$ cat src/sv/omr_pkg.sv
// shared types and constants for the overwriting message ring
// no dependencies; imported by omr_store, the top level and the testbench
`timescale 1ns / 1ps

package omr_pkg;

  localparam int DEPTH      = 16;
  localparam int DATA_WIDTH = 32;
  localparam int PTR_W      = (DEPTH > 1) ? $clog2(DEPTH) : 1;
  localparam int OP_W       = 2;
  localparam int CMD_W      = 8;
  localparam int SEQ_W      = 16;
  localparam int DATA_IN_W  = 32;
  localparam int PENDING_W  = 4;

  typedef logic [PTR_W-1:0] ptr_t;
  typedef logic [PTR_W:0]   ptr_wide_t;

  localparam logic [OP_W-1:0] OP_PUSH  = 2'd0;
  localparam logic [OP_W-1:0] OP_POP   = 2'd1;
  localparam logic [OP_W-1:0] OP_QUERY = 2'd2;

  typedef struct packed {
    logic [OP_W-1:0]      operation;
    logic [CMD_W-1:0]     command;
    logic [SEQ_W-1:0]     sequence_req;
    logic [DATA_IN_W-1:0] data;
  } in_t;

  typedef struct packed {
    logic                 read_valid;
    logic [CMD_W-1:0]     read_command;
    logic [SEQ_W-1:0]     read_sequence;
    logic [DATA_IN_W-1:0] read_data;
    logic                 duplicate_found;
    logic [PENDING_W-1:0] pending_count;
  } out_t;

  typedef struct packed {
    logic [CMD_W-1:0]      cmd;
    logic [SEQ_W-1:0]      seq;
    logic [DATA_WIDTH-1:0] dat;
  } entry_t;

  // memory port control from the sequencer
  typedef struct packed {
    logic wr_en;
    ptr_t wr_addr;
    logic rd_en;
    ptr_t rd_addr;
  } mem_ctrl_t;

  // ring pointer step with wrap at DEPTH
  function automatic ptr_t ptr_inc(input ptr_t p);
    ptr_t r;
    if (p == ptr_t'(DEPTH - 1)) begin
      r = '0;
    end else begin
      r = ptr_t'(p + ptr_t'(1));
    end
    return r;
  endfunction

endpackage

$ cat src/sv/omr_store.sv
// message slot memory with one write port, one registered read port
// and the shared command/sequence compare; depends on omr_pkg
`timescale 1ns / 1ps

module omr_store
  import omr_pkg::*;
(
  input  logic              clk,
  input  mem_ctrl_t         ctrl,
  input  entry_t            wr_entry,
  input  logic [CMD_W-1:0]  key_cmd,
  input  logic [SEQ_W-1:0]  key_seq,
  output entry_t            rd_entry,
  output logic              hit
);

  entry_t mem [DEPTH];

  always_ff @(posedge clk) begin
    if (ctrl.wr_en) begin
      mem[ctrl.wr_addr] <= wr_entry;
    end
  end

  always_ff @(posedge clk) begin
    if (ctrl.rd_en) begin
      rd_entry <= mem[ctrl.rd_addr];
    end
  end

  // compare on the entry just read
  assign hit = (rd_entry.cmd == key_cmd) && (rd_entry.seq == key_seq);

endmodule

$ cat src/sv/overwriting_message_ring_with_dup_check.sv
// overwriting message ring with duplicate check, top level; uses omr_pkg, omr_store
// one request at a time: push, op code 3, and pops or queries on an empty ring
// go from ISSUE straight to RESP; a pop on a stored message passes through SCAN
// a query walks stored messages one per cycle in SCAN and stops at the first hit
// the single memory read port and its compare set the query time
// synchronous active-high reset empties the ring; slot contents are left as they are
`timescale 1ns / 1ps

module overwriting_message_ring_with_dup_check
  import omr_pkg::*;
(
  input  logic clk,
  input  logic rst,
  input  logic in_valid,
  output logic in_ready,
  input  in_t  in_req,
  output logic out_valid,
  input  logic out_ready,
  output out_t out_rsp
);

  // sequencer states, one-hot
  typedef enum logic [3:0] {
    ST_IDLE  = 4'b0001,
    ST_ISSUE = 4'b0010,
    ST_SCAN  = 4'b0100,
    ST_RESP  = 4'b1000
  } state_t;

  state_t state;

  // ring pointers and fill count
  ptr_t wp;
  ptr_t rp;
  ptr_t cnt;

  // latched request and result under construction
  in_t  req;
  out_t res;

  // scan position: address whose data is on the read port, and entries left
  ptr_t scan_idx;
  ptr_t scan_left;

  mem_ctrl_t ctrl;
  entry_t    wr_entry;
  entry_t    rd_entry;
  logic      hit;

  logic is_full;
  logic is_empty;

  assign is_full  = (cnt == ptr_t'(DEPTH - 1));
  assign is_empty = (cnt == '0);

  assign in_ready = (state == ST_IDLE);

  // push writes at the write pointer; keep only the low DATA_WIDTH bits
  assign wr_entry.cmd = req.command;
  assign wr_entry.seq = req.sequence_req;
  assign wr_entry.dat = DATA_WIDTH'(req.data);

  always_comb begin
    ctrl.wr_en   = (state == ST_ISSUE) && (req.operation == OP_PUSH);
    ctrl.wr_addr = wp;
    // first read at the oldest entry, then walk forward one slot a cycle
    ctrl.rd_en   = (state == ST_ISSUE) || (state == ST_SCAN);
    ctrl.rd_addr = (state == ST_ISSUE) ? rp : ptr_inc(scan_idx);
  end

  omr_store u_store (
    .clk      (clk),
    .ctrl     (ctrl),
    .wr_entry (wr_entry),
    .key_cmd  (req.command),
    .key_seq  (req.sequence_req),
    .rd_entry (rd_entry),
    .hit      (hit)
  );

  // control state
  always_ff @(posedge clk) begin
    if (rst) begin
      state     <= ST_IDLE;
      wp        <= '0;
      rp        <= '0;
      cnt       <= '0;
      out_valid <= 1'b0;
    end else begin
      // drained result clears unless a new one is loaded below
      if (out_valid && out_ready && (state != ST_RESP)) begin
        out_valid <= 1'b0;
      end

      case (state)
        ST_IDLE: begin
          if (in_valid) begin
            state <= ST_ISSUE;
          end
        end

        ST_ISSUE: begin
          case (req.operation)
            OP_PUSH: begin
              wp <= ptr_inc(wp);
              // full ring drops the oldest message
              if (is_full) begin
                rp <= ptr_inc(rp);
              end else begin
                cnt <= ptr_t'(cnt + ptr_t'(1));
              end
              state <= ST_RESP;
            end
            OP_POP, OP_QUERY: begin
              state <= is_empty ? ST_RESP : ST_SCAN;
            end
            default: begin
              state <= ST_RESP;
            end
          endcase
        end

        ST_SCAN: begin
          if (req.operation == OP_POP) begin
            rp    <= ptr_inc(rp);
            cnt   <= ptr_t'(cnt - ptr_t'(1));
            state <= ST_RESP;
          end else if (hit || (scan_left == ptr_t'(1))) begin
            state <= ST_RESP;
          end
        end

        ST_RESP: begin
          // output register free or being drained this cycle
          if (!out_valid || out_ready) begin
            out_valid <= 1'b1;
            state     <= ST_IDLE;
          end
        end

        default: begin
          state <= ST_IDLE;
        end
      endcase
    end
  end

  // datapath registers, no reset needed
  always_ff @(posedge clk) begin
    case (state)
      ST_IDLE: begin
        if (in_valid) begin
          req <= in_req;
        end
      end

      ST_ISSUE: begin
        res       <= '0;
        scan_idx  <= rp;
        scan_left <= cnt;
      end

      ST_SCAN: begin
        if (req.operation == OP_POP) begin
          res.read_valid    <= 1'b1;
          res.read_command  <= rd_entry.cmd;
          res.read_sequence <= rd_entry.seq;
          res.read_data     <= DATA_IN_W'(rd_entry.dat);
        end else begin
          if (hit) begin
            res.duplicate_found <= 1'b1;
          end
          scan_idx  <= ptr_inc(scan_idx);
          scan_left <= ptr_t'(scan_left - ptr_t'(1));
        end
      end

      ST_RESP: begin
        if (!out_valid || out_ready) begin
          // count already reflects this request
          out_rsp <= out_t'({res[$bits(out_t)-1:PENDING_W], PENDING_W'(cnt)});
        end
      end

      default: begin
      end
    endcase
  end

`ifndef SYNTHESIS
  // fill count never exceeds DEPTH-1
  a_cnt_range: assert property (@(posedge clk) disable iff (rst)
    cnt <= ptr_t'(DEPTH - 1))
    else $error("ring count above capacity");

  // pointers and count agree
  a_ptr_cnt: assert property (@(posedge clk) disable iff (rst)
    (wp >= rp) ? ((wp - rp) == cnt)
               : ((ptr_wide_t'(wp) + ptr_wide_t'(DEPTH) - ptr_wide_t'(rp))
                  == ptr_wide_t'(cnt)))
    else $error("ring pointers disagree with count");

  // a query walk never runs past the stored entries
  a_scan_left: assert property (@(posedge clk) disable iff (rst)
    (state == ST_SCAN) && (req.operation == OP_QUERY) |-> (scan_left != '0))
    else $error("query walk with no entries left");

  // push, pop and op code 3 never enter the walk except a pop on a stored message
  a_scan_op: assert property (@(posedge clk) disable iff (rst)
    (state == ST_SCAN) |-> ((req.operation == OP_POP) || (req.operation == OP_QUERY)))
    else $error("walk entered for a push or no-op request");
`endif

endmodule

$ cat config.mk
export PLATFORM = sky130hd
export DESIGN_NAME = overwriting_message_ring_with_dup_check
export DESIGN_NICKNAME = d
export VERILOG_FILES = /design/src/sv/omr_pkg.sv /design/src/sv/omr_store.sv /design/src/sv/overwriting_message_ring_with_dup_check.sv
export SDC_FILE = /design/constraint.sdc
export NUM_CORES = 1
export LEC_CHECK = 0
export BUFFER_PORTS_ARGS = -buffer_cell sky130_fd_sc_hd__buf_2
export CAP_MARGIN = 10
export CORE_UTILIZATION = 66
export DETAILED_ROUTE_END_ITERATION = 10
export GPL_ROUTABILITY_DRIVEN = 0
export PLACE_DENSITY = 0.91
export SLEW_MARGIN = 20
export SYNTH_ARGS = -nofsm -noshare
export SYNTH_HDL_FRONTEND = slang
export SYNTH_HIERARCHICAL = 1
export SYNTH_SLANG_ARGS = --single-unit
$ cat constraint.sdc
create_clock -name clk -period 11.1 [get_ports clk]
set_input_delay 1.11 -clock clk [delete_from_list [all_inputs] [get_ports clk]]
set_output_delay 1.11 -clock clk [all_outputs]
set_load 0.01 [all_outputs]
==> flow_metrics.tcl <==
set metrics [dict create \
    yosysWarningCount 6 \
    synth_top_area_share_pct 80.13 \
    initial_core_util_pct 67.24 \
    critPathLaunchType "flop" \
    fin_util_pct 75.58 \
    antenna_found_initial 0 \
    syn_inst 1876 \
    crit_fanout 54 \
    routed_wirelength_mm 108.8 \
    syn_area_um2 42650 \
    dp_hpwl_mm 49.00 \
    wl_per_cell_um 36.37 \
    p_sw_share_pct 20.71 \
    crit_type "reg2reg" \
    end_kind "flop" \
    ant_nets 0 \
    grt_pass1_vias 22630 \
    die_width_um 256.2 \
    clock_latency_ns 0.68 \
    ios 126 \
    grt_pass1_wl_mm 155.9 \
    synth_edf_count 1138 \
    yosysUniqueCellTypes 54 \
    post_cts_buffers 0 \
    regToRegSetupSlack_ns 6.36 \
    r2r-end "u_store/rd_entry[2]" \
    die_y_um 256.2 \
    yosys_register_bits 1155 \
    setup_viol 0 \
    cts_htree_levels 3 \
    hold_viol 0 \
    yosysTopAreaCell "edfxtp_1" \
    drc 0 \
    r2r-start "state[3]" \
    worst_slew_pin_slew_ns 1.162 \
    slew_violations 0 \
    gr-total-overflow 0 \
    synth_area_per_cell_um2 22.73 \
    synth_fp_nets 1948 \
    period_needed_ns 4.743 \
    vias_per_cell 7.227 \
    clkPwrFrac_pct 42.5 \
    cts_resized 0 \
    syn_to_final_growth_pct 12.41 \
    core-area_um2 63430 \
    root_buffer "clkbuf_16" \
    cts_tree "yes" \
    synthArstFlopShare_pct 0 \
    hp-start "res[38]" \
    path_cells "nor4b_2, nand2_1, nand2_4, buf_4, buf_4, mux4_2, a22oi_1, nand2_1" \
    tns_ns 0 \
    p_per_area_nw_per_um2 188.3 \
    p_sw_mw 1.870 \
    power_frac_seq_pct 54.6 \
    status "completed" \
    nets 2132 \
    yosys-top-cells-area "edfxtp_1 80%, mux4_2 12%, a22oi_1 2.0%" \
    comb_power_share_pct 2.9 \
    hp-class "reg2reg" \
    grt_usage_pct 33.82 \
    drt-pass1-iter-count 7 \
    ctsHoldBuffers 0 \
    crit_arrival_ns 5.16 \
    num_antenna_cells 0 \
    clock-sinks 1155 \
    fmax_mhz 210.8 \
    rsz0062_at_grt "false" \
    period_share_pct 42.73 \
    row_count 92 \
    vias 21620 \
    grt_max_degree 75 \
    fillers 2927 \
    synth_top_flop_cell "edfxtp_1" \
    p_int_mw 7.158 \
    clk_pin_slew_ns 0.06 \
    cts_inserted_buffers 105 \
    cp_data_required_time_ns 11.52 \
    slowest_delay_ns 0.82 \
    maxCapViolations 0 \
    slew_headroom_pct 22.53 \
    hold_path_depth 0 \
    cts_max_path_buffers 3 \
    cp_slowest_cell "buf_4" \
    skew_ns 0.02198 \
    hold_path_end "out_rsp[38]" \
    drtIter0Drc 3707 \
    io_buffers 125 \
    ir_drop_mv 0.1478 \
    drive_gt1_share_pct 27.07 \
    yosysSeqAreaShare_pct 80.93 \
    die_area_um2 65640 \
    r2r_cells 8 \
    leakage_nw 15.33 \
]
placed cells by master (no fill, tap or decap), drive strengths merged, types with 6 or more instances in the layout:
cell	Yosys	layout
edfxtp	1138	1138
mux4	224	224
buf	37	163
clkbuf	49	121
a22oi	112	112
nand2	80	80
and2	58	58
clkinv	1	47
nor2	26	26
xor2	19	19
bufinv	0	19
dfxtp	17	17
a21oi	15	15
o21ai	12	12
xnor2	11	11
inv	8	11
ha	9	9
nand3	6	6
nor3	6	6
power by group through the flow:
stage	Clock, mW	Combinational (mW)	Sequential [mW]
after floorplan	0	0.167	4.99
after global placement	0	0.233	5.01
after detailed placement	0	0.246	5.02
after CTS	3.85	0.256	4.93
after global routing	4.00	0.270	4.93
final	3.84	0.261	4.93
through the flow:
step           setup slack [ns]  cells  power [mW]  hold slack [ns]  cell area [um2]
3_5_place_dp              6.674   2798       5.265           0.4045            44340
2_1_floorplan             5.106   1876       5.157           0.4003            42650
4_1_cts                   6.480   2991       9.034           0.4177            47910
3_3_place_gp              6.864   2797       5.240           0.4017            44310
6_report                  6.357   2992       9.028           0.4158            47940
5_1_grt                   6.290   2992       9.205           0.4223            47940
layout make-up:
| class | count | area, um2 | area share [%] |
|---|---|---|---|
| Clock buffer | 121 | 2730 | 5.695 |
| Clock inverter | 72 | 845.8 | 1.764 |
| Inverter | 9 | 35.03 | 0.07308 |
| Multi-Input combinational cell | 626 | 7806 | 16.28 |
| Sequential cell | 1155 | 34510 | 71.99 |
| Tap cell | 846 | 1059 | 2.208 |
| Timing Repair Buffer | 163 | 950.9 | 1.984 |
Yosys cell counts (all sizes together) (2+ instances only):
cell type and instances:
or3 3, xnor2 11, mux4 224, nand2b 3, xor2 19, nor2b 5
o21ai 12, edfxtp 1138, nor2 26, and2 58, a21oi 15, nand4 4
nor4b 2, nand3 6, inv 8, buf 37, nor3 6, clkbuf 49
mux2i 3, a22oi 112, nand2 80, ha 9, nor4 4, dfxtp 17
or4b 3, nand3b 2
routing by layer:
layer / vias up / track usage (%) / wire length, um
met1: 10880 / 45.11 / 36580
met4: 0 / 17.22 / 5530
li1: 8186 / - / -
met5: - / 0 / 0
met2: 2140 / 53.70 / 52740
met3: 414 / 7.315 / 13980
critical path: cells and delay by family (launching register included):
kind	cells	cell delay [ns]
muxes	1	0.46
DFF	1	0.35
AOI/OAI and AO/OA	1	0.28
buffers and inverters	2	1.56
and+or+nand+nor	4	1.67
kinds of logic after synthesis:
logic type | after synthesis | share of synthesized area (%)
mux | 227 | 11.90
compound gates | 153 | 2.608
fa+ha+maj | 10 | 0.3110
flops | 1155 | 80.93
buf+inv | 95 | 1.197
simple gates | 206 | 2.441
xor+xnor | 30 | 0.6161
registers in the layout, summed over array words and instances (netlist names):
register and count:
req 58, cnt 4, state 4, wp 4, out_rsp 62, scan_idx 4
u_store/rd_entry 56, res 58, u_store/mem 896, rp 4, scan_left 4, out_valid 1
worst max-delay path by stage:
stage	start	endpoint	cells after the start
floorplan	state[3]	u_store/mem[0][0]	5
global placement	state[3]	u_store/rd_entry[40]	8
detailed placement	state[3]	u_store/rd_entry[55]	8
CTS	state[3]	u_store/rd_entry[2]	8
global route	state[3]	u_store/rd_entry[2]	8
finish	state[3]	u_store/rd_entry[2]	8
Note: power is estimated with default switching activity, not from simulation.
